## config.mk

```make
export PLATFORM = sky130hd
export DESIGN_NAME = utf16_to_utf8_stream
export DESIGN_NICKNAME = d
export VERILOG_FILES = /design/src/rtl/core/u16u8_pkg.sv /design/src/rtl/core/u16u8_step.sv /design/src/rtl/core/u16u8_burst.sv /design/src/rtl/core/utf16_to_utf8_stream.sv
export SDC_FILE = /design/constraint.sdc
export NUM_CORES = 1
export LEC_CHECK = 0
export BUFFER_PORTS_ARGS = -buffer_cell sky130_fd_sc_hd__buf_4
export CAP_MARGIN = 15
export CORE_ASPECT_RATIO = 1.5
export CORE_MARGIN = 2
export CORE_UTILIZATION = 60
export DETAILED_ROUTE_END_ITERATION = 8
export GPL_ROUTABILITY_DRIVEN = 0
export PLACE_DENSITY_LB_ADDON = 0.1
export SLEW_MARGIN = 20
export SYNTH_ARGS = -nofsm -noshare
export SYNTH_HDL_FRONTEND = slang
export SYNTH_HIERARCHICAL = 1
export SYNTH_SLANG_ARGS = --single-unit
export TNS_END_PERCENT = 5
```

## constraint.sdc

```tcl
create_clock -name clk -period 9.7 [get_ports clk]
set_input_delay 1.455 -clock clk [delete_from_list [all_inputs] [get_ports clk]]
set_output_delay 1.455 -clock clk [all_outputs]
set_load 0.01 [all_outputs]
```

## src/rtl/core/u16u8_pkg.sv

```systemverilog
package u16u8_pkg;

  localparam logic [15:0] HIGH_SURR_BASE = 16'hD800;
  localparam logic [15:0] LOW_SURR_BASE  = 16'hDC00;
  localparam logic [15:0] SURR_END       = 16'hE000;
  localparam logic [20:0] SUPP_BASE      = 21'h10000;
  localparam logic [15:0] LIMIT_RESET    = 16'd512;

  localparam logic [7:0] CONT_MARK  = 8'h80;
  localparam logic [7:0] LEAD2_MARK = 8'hC0;
  localparam logic [7:0] LEAD3_MARK = 8'hE0;
  localparam logic [7:0] LEAD4_MARK = 8'hF0;
  localparam logic [7:0] CONT_MASK  = 8'h3F;

  localparam int MAX_BYTES = 6;

  // Surrogate and end state carried between units (count travels apart).
  typedef struct packed {
    logic [9:0] held_high;
    logic       held_valid;
    logic       text_done;
  } conv_state_t;

  // One unit's worth of results, ready for the output serializer.
  typedef struct packed {
    logic [MAX_BYTES-1:0][7:0] bytes;
    logic [2:0]                nbytes;
    logic                      ended;
  } burst_t;

  typedef struct packed {
    logic [3:0][7:0] b;
    logic [2:0]      len;
  } enc_t;

  function automatic enc_t utf8_encode(input logic [20:0] c);
    enc_t e;
    e.b   = '0;
    e.len = 3'd0;
    if (c < 21'h80) begin
      e.b[0] = c[7:0];
      e.len  = 3'd1;
    end else if (c < 21'h800) begin
      e.b[0] = LEAD2_MARK | {3'b000, c[10:6]};
      e.b[1] = CONT_MARK | ({2'b00, c[5:0]} & CONT_MASK);
      e.len  = 3'd2;
    end else if (c < 21'h10000) begin
      e.b[0] = LEAD3_MARK | {4'b0000, c[15:12]};
      e.b[1] = CONT_MARK | ({2'b00, c[11:6]} & CONT_MASK);
      e.b[2] = CONT_MARK | ({2'b00, c[5:0]} & CONT_MASK);
      e.len  = 3'd3;
    end else begin
      e.b[0] = LEAD4_MARK | {5'b00000, c[20:18]};
      e.b[1] = CONT_MARK | ({2'b00, c[17:12]} & CONT_MASK);
      e.b[2] = CONT_MARK | ({2'b00, c[11:6]} & CONT_MASK);
      e.b[3] = CONT_MARK | ({2'b00, c[5:0]} & CONT_MASK);
      e.len  = 3'd4;
    end
    return e;
  endfunction

endpackage

```

## src/rtl/core/u16u8_step.sv

```systemverilog
module u16u8_step #(
  parameter int COUNT_WIDTH = 16
) (
  input  logic [15:0]              code_unit,
  input  logic                     text_start,
  input  u16u8_pkg::conv_state_t   state,
  input  logic [COUNT_WIDTH-1:0]   units_taken,
  input  logic [COUNT_WIDTH-1:0]   limit,
  output u16u8_pkg::conv_state_t   state_next,
  output logic [COUNT_WIDTH-1:0]   units_taken_next,
  output u16u8_pkg::burst_t        burst,
  output logic                     load
);

  u16u8_pkg::conv_state_t cur;
  logic [COUNT_WIDTH-1:0] cnt;
  logic [COUNT_WIDTH:0]   cnt_inc;
  logic                   at_limit;
  logic                   inc_at_limit;
  logic                   active;
  logic                   normal;
  logic                   is_high;
  logic                   is_low;
  logic                   ended;
  logic [2:0]             pre_len;
  u16u8_pkg::enc_t        pre_enc;
  u16u8_pkg::enc_t        main_enc;
  logic [2:0]             main_len;
  logic [2:0]             rel;

  always_comb begin
    cur          = text_start ? '0 : state;
    cnt          = text_start ? '0 : units_taken;
    active       = !cur.text_done;
    cnt_inc      = {1'b0, cnt} + {{COUNT_WIDTH{1'b0}}, 1'b1};
    at_limit     = (cnt >= limit);
    inc_at_limit = (cnt_inc >= {1'b0, limit});
    is_high      = (code_unit >= u16u8_pkg::HIGH_SURR_BASE) &&
                   (code_unit < u16u8_pkg::LOW_SURR_BASE);
    is_low       = (code_unit >= u16u8_pkg::LOW_SURR_BASE) &&
                   (code_unit < u16u8_pkg::SURR_END);
    pre_enc      = u16u8_pkg::utf8_encode({5'b0, u16u8_pkg::HIGH_SURR_BASE[15:10],
                                           cur.held_high});
    main_enc     = u16u8_pkg::utf8_encode({5'b0, code_unit});
    pre_len      = 3'd0;
    main_len     = 3'd0;
    ended        = 1'b0;
    normal       = 1'b1;
    state_next   = cur;
    units_taken_next = cnt;

    if (cur.held_valid) begin
      state_next.held_valid = 1'b0;
      state_next.held_high  = '0;
      if (at_limit) begin
        // Limit already reached: flush the held surrogate alone and end.
        pre_len = 3'd3;
        ended   = 1'b1;
        normal  = 1'b0;
      end else if (is_low) begin
        main_enc = u16u8_pkg::utf8_encode(u16u8_pkg::SUPP_BASE +
                                          {1'b0, cur.held_high, code_unit[9:0]});
        main_len = main_enc.len;
        units_taken_next = cnt_inc[COUNT_WIDTH-1:0];
        ended    = inc_at_limit;
        normal   = 1'b0;
      end else begin
        pre_len = 3'd3;
      end
    end

    if (normal) begin
      if (at_limit || code_unit == 16'd0) begin
        ended = 1'b1;
      end else if (is_high && !inc_at_limit) begin
        state_next.held_high  = code_unit[9:0];
        state_next.held_valid = 1'b1;
        units_taken_next      = cnt_inc[COUNT_WIDTH-1:0];
      end else begin
        main_len         = main_enc.len;
        units_taken_next = cnt_inc[COUNT_WIDTH-1:0];
        ended            = inc_at_limit;
      end
    end

    state_next.text_done = ended;

    for (int k = 0; k < u16u8_pkg::MAX_BYTES; k++) begin
      rel = 3'(k) - pre_len;
      burst.bytes[k] = (3'(k) < pre_len) ? pre_enc.b[k % 4] : main_enc.b[rel[1:0]];
    end
    burst.nbytes = pre_len + main_len;
    burst.ended  = ended;
    load         = active && (burst.nbytes != 3'd0 || ended);

    // Ignore the unit entirely once the text has ended.
    if (!active) begin
      state_next       = cur;
      units_taken_next = cnt;
    end
  end

endmodule

```

## src/rtl/core/u16u8_burst.sv

```systemverilog
module u16u8_burst (
  input  logic              clk,
  input  logic              rst,
  input  logic              load,
  input  u16u8_pkg::burst_t burst,
  output logic              result_valid,
  input  logic              result_ready,
  output logic              free,
  output logic [7:0]        out_byte,
  output logic              byte_valid,
  output logic              run_last,
  output logic              text_end
);

  logic [u16u8_pkg::MAX_BYTES-1:0][7:0] bytes;
  logic [2:0] nbytes;
  logic       ended;
  logic       busy;
  logic [2:0] idx;
  logic [2:0] last;
  logic       marker;

  assign marker       = (nbytes == 3'd0);
  assign last         = marker ? 3'd0 : nbytes - 3'd1;
  assign result_valid = busy;
  assign run_last     = (idx == last);
  assign text_end     = ended && run_last;
  assign byte_valid   = !marker;
  assign out_byte     = marker ? 8'd0 : bytes[idx];
  assign free         = !busy || (result_ready && run_last);

  always_ff @(posedge clk) begin
    if (rst) begin
      busy <= 1'b0;
      idx  <= 3'd0;
    end else if (load && free) begin
      busy <= 1'b1;
      idx  <= 3'd0;
    end else if (busy && result_ready) begin
      if (run_last) begin
        busy <= 1'b0;
        idx  <= 3'd0;
      end else begin
        idx <= idx + 3'd1;
      end
    end
  end

  always_ff @(posedge clk) begin
    if (load && free) begin
      bytes  <= burst.bytes;
      nbytes <= burst.nbytes;
      ended  <= burst.ended;
    end
  end

  a_idx_in_range: assert property (@(posedge clk) disable iff (rst)
    busy |-> idx <= last)
    else $error("burst index past last byte");

  a_stall_holds_idx: assert property (@(posedge clk) disable iff (rst)
    busy && !result_ready |=> busy && $stable(idx))
    else $error("burst advanced while stalled");

  a_marker_single: assert property (@(posedge clk) disable iff (rst)
    busy && marker |-> idx == 3'd0 && ended)
    else $error("end marker not a single ending result");

endmodule

```

## src/rtl/core/utf16_to_utf8_stream.sv

```systemverilog
// Channel   Handshake                   Payload
// code      code_valid / code_ready     code_unit[15:0], text_start
// result    result_valid / result_ready out_byte[7:0], byte_valid, run_last, text_end
// limit     limit_we (no wait)          limit_wdata[15:0]
//
// A unit passes through the input register, then its results leave the output
// serializer one per cycle while result_ready is high: 1 to 6 results per unit.
// A unit that only holds a high surrogate, or comes after the end, yields no results.
// The next unit is taken while the last result of the current one is delivered.
// Synchronous reset clears the held surrogate, count, end flag and sets limit 512.
// A stall on result_ready holds the serializer, then the input register.
module utf16_to_utf8_stream #(
  parameter int COUNT_WIDTH = 16
) (
  input  logic        clk,
  input  logic        rst,
  input  logic        limit_we,
  input  logic [15:0] limit_wdata,
  input  logic        code_valid,
  output logic        code_ready,
  input  logic [15:0] code_unit,
  input  logic        text_start,
  output logic        result_valid,
  input  logic        result_ready,
  output logic [7:0]  out_byte,
  output logic        byte_valid,
  output logic        run_last,
  output logic        text_end
);

  localparam int LW = (COUNT_WIDTH > 16) ? COUNT_WIDTH : 16;

  logic [15:0]            unit_limit;
  logic [COUNT_WIDTH-1:0] limit;
  logic [LW-1:0]          limit_wide;
  logic [LW-1:0]          cap_wide;

  // Input register
  logic        s1_valid;
  logic [15:0] s1_unit;
  logic        s1_start;
  logic        s1_adv;

  // Conversion state
  u16u8_pkg::conv_state_t state;
  u16u8_pkg::conv_state_t state_next;
  logic [COUNT_WIDTH-1:0] units_taken;
  logic [COUNT_WIDTH-1:0] units_taken_next;

  u16u8_pkg::burst_t burst;
  logic              load;
  logic              free;

  // Clamp the limit to what the counter can reach.
  assign limit_wide = LW'(unit_limit);
  assign cap_wide   = LW'({COUNT_WIDTH{1'b1}});
  assign limit      = (limit_wide > cap_wide) ? cap_wide[COUNT_WIDTH-1:0]
                                              : limit_wide[COUNT_WIDTH-1:0];

  // Advance the input register once the serializer can take its results.
  assign s1_adv     = s1_valid && free;
  assign code_ready = !s1_valid || s1_adv;

  always_ff @(posedge clk) begin
    if (rst) begin
      unit_limit <= u16u8_pkg::LIMIT_RESET;
    end else if (limit_we) begin
      unit_limit <= limit_wdata;
    end
  end

  always_ff @(posedge clk) begin
    if (rst) begin
      s1_valid <= 1'b0;
    end else if (code_ready) begin
      s1_valid <= code_valid;
    end
  end

  always_ff @(posedge clk) begin
    if (code_ready && code_valid) begin
      s1_unit  <= code_unit;
      s1_start <= text_start;
    end
  end

  always_ff @(posedge clk) begin
    if (rst) begin
      state       <= '0;
      units_taken <= '0;
    end else if (s1_adv) begin
      state       <= state_next;
      units_taken <= units_taken_next;
    end
  end

  u16u8_step #(
    .COUNT_WIDTH(COUNT_WIDTH)
  ) u_step (
    .code_unit        (s1_unit),
    .text_start       (s1_start),
    .state            (state),
    .units_taken      (units_taken),
    .limit            (limit),
    .state_next       (state_next),
    .units_taken_next (units_taken_next),
    .burst            (burst),
    .load             (load)
  );

  // Drop a load that carries nothing; a holding unit simply retires.
  u16u8_burst u_burst (
    .clk          (clk),
    .rst          (rst),
    .load         (load && s1_adv),
    .burst        (burst),
    .result_valid (result_valid),
    .result_ready (result_ready),
    .free         (free),
    .out_byte     (out_byte),
    .byte_valid   (byte_valid),
    .run_last     (run_last),
    .text_end     (text_end)
  );

  a_done_not_held: assert property (@(posedge clk) disable iff (rst)
    state.text_done |-> !state.held_valid)
    else $error("surrogate held after text ended");

endmodule

```

==> results.py, run 1 <==
metrics = {
    "run_status": {
        "status": "finished clean",
    },
    "sta": {
        "maxClockFrequency_mhz": 149.7,
        "fin_crit_sh_pct": 68.88,
        "period_needed_ns": 6.682,
        "max_slew_margin_pct": 27.08,
        "hold_viol": 0,
        "finalSetupViolations": 0,
        "rsz0062_at_grt": "no",
        "fin_tns_setup_ns": 0,
        "report.final.slew_viol_count": 0,
        "clock_skew_ns": 0.009828,
        "worst_slew_pin_slew_ns": 1.085,
    },
    "power": {
        "pwr-share-clk_pct": 46.9,
        "seq_power_share_pct": 44.1,
        "vdd_drop_max_mv": 0.1224,
        "switching_share_pct": 26.17,
        "internal-power_mw": 0.9541,
        "p_switching_mw": 0.3383,
        "power_density_mw_per_mm2": 145.4,
        "p_comb_share_pct": 8.9,
        "p_leak_nw": 3.413,
    },
    "detailed_routing": {
        "antenna_left": 0,
        "drc": 0,
        "dr.pass1.iters": 8,
        "wl_per_cell_um": 20.73,
        "drt_iter0_markers": 672,
        "vias_per_cell": 6.711,
        "num_vias": 7020,
        "routed_wl_mm": 21.69,
    },
    "finish": {
        "final_common_cell": "nor2_1",
        "drive_gt1_share_pct": 17.36,
        "insertedDiodeCount": 0,
        "final_cell_mix": "86 x nor2_1, 69 x edfxtp_1, 62 x a21oi_1",
        "syn2layout_area_growth_pct": 10.49,
        "nNetsFinal": 951,
        "final_area_sq_mm": 0.008886,
    },
    "grt": {
        "grt_pass1_vias": 6915,
        "overflow": 0,
        "grt.total_usage_pct": 30.45,
        "grt_antenna_before_repair": 0,
        "grt_max_degree": 61,
        "grt_pass1_wl_mm": 34.85,
    },
    "synth": {
        "synth_top_family_by_area": "compound AO/OA/AOI/OAI gates",
        "ys_warn_count": 6,
        "synth_edf_count": 69,
        "synth_cell_types": 86,
        "synthArstFlopShare_pct": 0,
        "synthXorXnorAreaFrac_pct": 2.614,
        "synth.avg_cell_area_sq_um": 9.352,
        "synth_mux_area_share_pct": 5.849,
        "synthCells": 860,
        "ys_ff_latch": 118,
        "synthAdderAreaFrac_pct": 6.161,
        "synth_compound_area_share_pct": 20.78,
        "netlist_area_sq_mm": 0.008043,
        "synthFlopType": "edfxtp_1",
        "yosys.area_share.simple_pct": 19.88,
        "seq_area_frac_synth_pct": 37.96,
    },
    "floorplan": {
        "io_pins": 51,
        "dieArea_sq_mm": 0.01437,
        "initial_core_util_pct": 61.78,
        "die_w_um": 98.53,
        "die_h_um": 145.8,
        "fp.coreArea_sq_mm": 0.01302,
        "rows": 51,
    },
    "clocking": {
        "cts_made_buffers": 17,
        "clkSlewWorstSetupHoldPaths_ns": 0.06,
        "cts_setup_buffers": 0,
        "clockBufferDepth": 2,
        "cts-resized-gates": 0,
        "cts_root_buf": "clkbuf_16",
        "ctsHoldBuffers": 0,
        "cts_tree": "yes",
        "cts_max_level": 4,
        "clock-sinks": 118,
        "clkLatencyLatePin_ns": 0.42,
    },
    "setup_path": {
        "crit_path_start_kind": "flop",
        "crit_arrival_ns": 6.73,
        "endpoint_kind": "flop",
        "path_class": "flop to flop",
        "worstPathRequired_ns": 9.75,
        "path_max_fanout": 52,
    },
    "placed_design": {
        "placement.cell_area_sq_mm": 0.008313,
        "dpl.hpwl_mm": 15.44,
        "portBuffers": 50,
    },
    "run": {
        "max_cap_viol_count": 0,
    },
    "min_path": {
        "hold_path.class": "flop to flop",
    },
}
final cells by class:
class                      instances  area [sq um]
clock buffer                      19         464.2
clock inverter                    13         107.6
fill                            1080          4131
inverter                          42         157.7
multi-input combinational        636          4459
sequential                       118          3055
tap                              159         198.9
timing repair buffer              59         442.9
metrics by stage:
| stage | worst slack, ns | power, mW | hold slack (ns) | instances | util (%) |
|---|---|---|---|---|---|
| global placement | 3.436 | 0.6899 | 0.4816 | 1014 | 63.86 |
| floorplan | 2.698 | 0.6574 | 0.4604 | 862 | - |
| global route | 2.538 | 1.336 | 0.5199 | 1046 | 68.26 |
| detailed placement | 3.275 | 0.6940 | 0.4869 | 1014 | 63.86 |
| CTS | 3.127 | 1.300 | 0.5025 | 1046 | 68.25 |
| finish | 3.018 | 1.292 | 0.4923 | 1046 | 68.26 |
state kept, by name, indices dropped and copies added, names as in the netlist:
signal                flops
u_burst/result_valid      1
u_burst/bytes            48
u_burst/ended             1
limit_wide               16
u_burst/idx               3
s1_unit                  16
s1_valid                  1
state                    12
units_taken              16
u_burst/nbytes            3
s1_start                  1
metal layers:
metal	vias to the layer above	GRT usage [%]	share of wire (%)
met5	-	0	0
li1	3203	-	-
met3	144	6.388	6.6
met1	3258	31.96	34
met4	0	21.58	8.3
met2	415	53.20	51
critical path, stage by stage, from the launching register on:
cell and delay, ns:
edfxtp_1 0.42, nand2b_1 0.18, inv_1 0.13, ha_1 0.28
and3_1 0.20, and3_1 0.27, nand2_1 0.15, nor3_1 0.41
nand3_1 0.20, xnor2_1 0.16, ha_1 0.30, a21o_1 0.19
a21oi_1 0.22, o31ai_2 0.14, nor4_2 0.95, nor4_1 0.12
a21o_1 0.20, ha_1 0.18, fa_1 0.50, nor2_1 0.05
nand3_1 0.07, o21a_1 0.10, and3_1 0.20, and2_2 0.15
buf_4 0.51
cells by family after synthesis:
kind of cell	Yosys count
other	1
AO/OA/AOI/OAI	228
buffers and inverters	108
multiplexers	36
adder cells (fa/ha/maj)	39
XOR/XNOR	24
flip-flops	118
AND/OR/NAND/NOR	306
synth_stat cells, types with 10 or more instances:
| master | count | area (sq um) |
|---|---|---|
| nor2_1 | 86 | 322.8 |
| edfxtp_1 | 69 | 2072 |
| a21oi_1 | 62 | 310.3 |
| nand2_1 | 60 | 225.2 |
| dfxtp_1 | 49 | 980.9 |
| nand3_1 | 42 | 210.2 |
| ha_1 | 38 | 475.5 |
| inv_1 | 37 | 138.9 |
| o21ai_0 | 30 | 150.1 |
| buf_2 | 23 | 115.1 |
| clkbuf_1 | 22 | 82.58 |
| mux2i_1 | 20 | 200.2 |
| a21bo_1 | 19 | 190.2 |
| nor2b_1 | 16 | 100.1 |
| xnor2_1 | 15 | 131.4 |
| a22oi_1 | 14 | 105.1 |
| and3_1 | 14 | 87.58 |
| nor3_1 | 13 | 65.06 |
| o211ai_1 | 12 | 90.09 |
| nand3_2 | 11 | 110.1 |
| buf_4 | 10 | 75.07 |
| nand2b_1 | 10 | 62.56 |
| nand4_1 | 10 | 62.56 |
worst paths after layout:
check / start / to / slack [ns] / depth (start not counted)
max: s1_start$_DFFE_PP_ / u_burst/bytes[15]$_DFFE_PP_ / 3.02 / 24
min: limit_wide[10]$_SDFFE_PP0P_ / limit_wide[10]$_SDFFE_PP0P_ / 0.49 / 2
max reg2reg: s1_start$_DFFE_PP_ / u_burst/bytes[15]$_DFFE_PP_ / 3.02 / 24
min reg2reg: limit_wide[10]$_SDFFE_PP0P_ / limit_wide[10]$_SDFFE_PP0P_ / 0.49 / 2
power by group through the flow:
stage          sequential (mW)  combinational (mW)  clock [mW]
5_1_grt                  0.572               0.125       0.638
3_3_place_gp             0.579               0.111           0
3_5_place_dp             0.580               0.114           0
6_report                 0.571               0.115       0.607
4_1_cts                  0.570               0.114       0.616
2_1_floorplan            0.569              0.0881           0
Power figures use the tool's default switching activity.
==> run 2: changes to the inputs <==
CORE_UTILIZATION = 56   (was 60)
clock period = 5.6 ns   (was 9.7 ns; I/O delays follow)
==> run 2 against run 1 <==
  * The run now ends with design-rule violations left
  * Hold slack better by 0.0039 ns
  * Sequential power grew 73%
  * Setup slack worse by 2.8 ns
  * Largest cell class unchanged
  * Count of clock-buffer cells in the layout rose by 3
  * Critical endpoint is now u_burst/idx[0]$_SDFFE_PP0P_
==> results.py, run 2 (synthesis gave the netlist of run 1 again) <==
metrics = {
    "run_status": {
        "status": "finished, violations left",
        "violations": "design-rule violations",
    },
    "finish": {
        "insertedDiodeCount": 0,
        "regArea_sq_mm": 0.003054,
        "final_cells": 1093,
        "largest_reg_flops": 48,
        "drive_gt1_share_pct": 19.42,
        "final_area_sq_mm": 0.009129,
        "regMostFlops": "u_burst/bytes",
        "final_cell_mix": "86 x nor2_1, 72 x buf_4, 69 x edfxtp_1",
        "multi_input_area_sq_mm": 0.004527,
        "final_common_cell": "nor2_1",
        "final_util_pct": 64.93,
        "nNetsFinal": 965,
        "fillers": 1222,
        "syn2layout_area_growth_pct": 13.50,
    },
    "power": {
        "power_density_mw_per_mm2": 251.1,
        "p_leak_nw": 3.504,
        "vdd_drop_max_mv": 0.1929,
        "power_mw": 2.292,
    },
    "grt": {
        "overflow": 0,
        "grt_antenna_before_repair": 0,
        "grt_max_degree": 60,
        "grt_pass1_vias": 6933,
        "grt_pass1_wl_mm": 36.11,
        "grt.total_usage_pct": 31.16,
    },
    "setup_path": {
        "endpoint_kind": "flop",
        "crit_path_start_kind": "flop",
        "crit_arrival_ns": 5.72,
        "crit_start": "s1_start$_DFFE_PP_",
        "path_class": "flop to flop",
        "reg2reg_from": "s1_start$_DFFE_PP_",
        "worstPathRequired_ns": 5.95,
        "path_max_fanout": 13,
    },
    "sta": {
        "period_needed_ns": 5.370,
        "fin_crit_sh_pct": 95.89,
        "maxClockFrequency_mhz": 186.2,
        "rsz0062_at_grt": "yes",
        "max_slew_margin_pct": 34.84,
        "finalSetupViolations": 0,
        "fin_tns_setup_ns": 0,
        "setup_ws_ns": 0.2303,
        "report.final.slew_viol_count": 0,
        "whs_ns": 0.4962,
        "worst_slew_pin_slew_ns": 0.9699,
        "clock_skew_ns": 0.01025,
        "hold_viol": 0,
    },
    "detailed_routing": {
        "num_vias": 7038,
        "drt_iter0_markers": 631,
        "maxUsedRoutingLayer": "met4",
        "antenna_left": 0,
        "wl_met3_mm": 1.239,
        "wl_met2_mm": 12.51,
        "drc": 18,
        "routed_wl_mm": 23.51,
        "dr.pass1.iters": 9,
        "met1_length_mm": 7.988,
        "vias_per_cell": 6.439,
        "wl_per_cell_um": 21.51,
    },
    "clocking": {
        "clkSlewWorstSetupHoldPaths_ns": 0.06,
        "cts_made_buffers": 17,
        "clockBufferDepth": 2,
        "cts_root_buf": "clkbuf_16",
        "cts_max_level": 4,
        "clock-sinks": 118,
        "cts_tree": "yes",
        "clkLatencyLatePin_ns": 0.42,
    },
    "min_path": {
        "hold_start": "limit_wide[4]$_SDFFE_PP0P_",
        "hold_path.class": "flop to flop",
    },
    "floorplan": {
        "rows": 53,
        "io_pins": 51,
        "initial_core_util_pct": 57.21,
        "die_h_um": 150.8,
        "die_w_um": 101.9,
        "fp.coreArea_sq_mm": 0.01406,
        "dieArea_sq_mm": 0.01536,
    },
    "placed_design": {
        "placement.cell_area_sq_mm": 0.008498,
        "placedCellCount": 1060,
        "dpl.hpwl_mm": 16.92,
        "pre_cts_ws_ns": 0.1125,
        "portBuffers": 50,
    },
    "run": {
        "max_cap_viol_count": 0,
    },
}
[run 2: final timing paths]
check	endpoint	slack (ns)	cells after the start
hold / removal	limit_wide[4]$_SDFFE_PP0P_	0.50	2
setup reg to reg	u_burst/idx[0]$_SDFFE_PP0P_	0.23	26
setup / recovery	u_burst/idx[0]$_SDFFE_PP0P_	0.23	26
hold reg to reg	limit_wide[4]$_SDFFE_PP0P_	0.50	2
[run 2: cell type report]
type	count	area share (%)
sequential	118	33.46
clock inverter	10	0.8772
clock buffer	22	5.798
multi-input combinational	637	49.59
timing repair buffer	72	5.921
tap	192	2.632
inverter	42	1.727
[run 2: power breakdown]
group	leakage, nW	internal, mW	switching, mW
registers	1.02	0.957	0.0306
clock network	0.298	0.677	0.418
logic	2.18	0.0816	0.128
total	3.50	1.72	0.577
[run 2: critical path, stage by stage, from the launching register on]
cell	delay, ns
edfxtp_1	0.38
buf_4	0.20
nor2b_4	0.16
ha_4	0.17
and3_1	0.17
and3_1	0.19
buf_4	0.14
and3_4	0.20
and3_4	0.19
xnor2_1	0.07
ha_1	0.34
nand4_1	0.12
nor2_1	0.16
a311oi_2	0.12
nor2_1	0.20
nor4_2	0.09
buf_4	0.18
or4_1	0.49
o31ai_1	0.11
fa_1	0.49
nor2_1	0.12
nand3_1	0.12
o21a_1	0.22
and3_4	0.20
a21oi_1	0.23
o41ai_4	0.13
a21oi_1	0.13
[run 2: what timing repair did]
item / CTS / global route
setup buffers: 0 / 0
gates resized for setup: 0 / 3
setup endpoints to repair: 0 / 55
hold buffers: 0 / 0
[run 2: metal layers]
layer / vias to the layer above / track usage [%]
met5: - / 0
met4: 0 / 22.67
met3: 136 / 5.814
met2: 344 / 57.47
met1: 3335 / 30.15
li1: 3223 / -
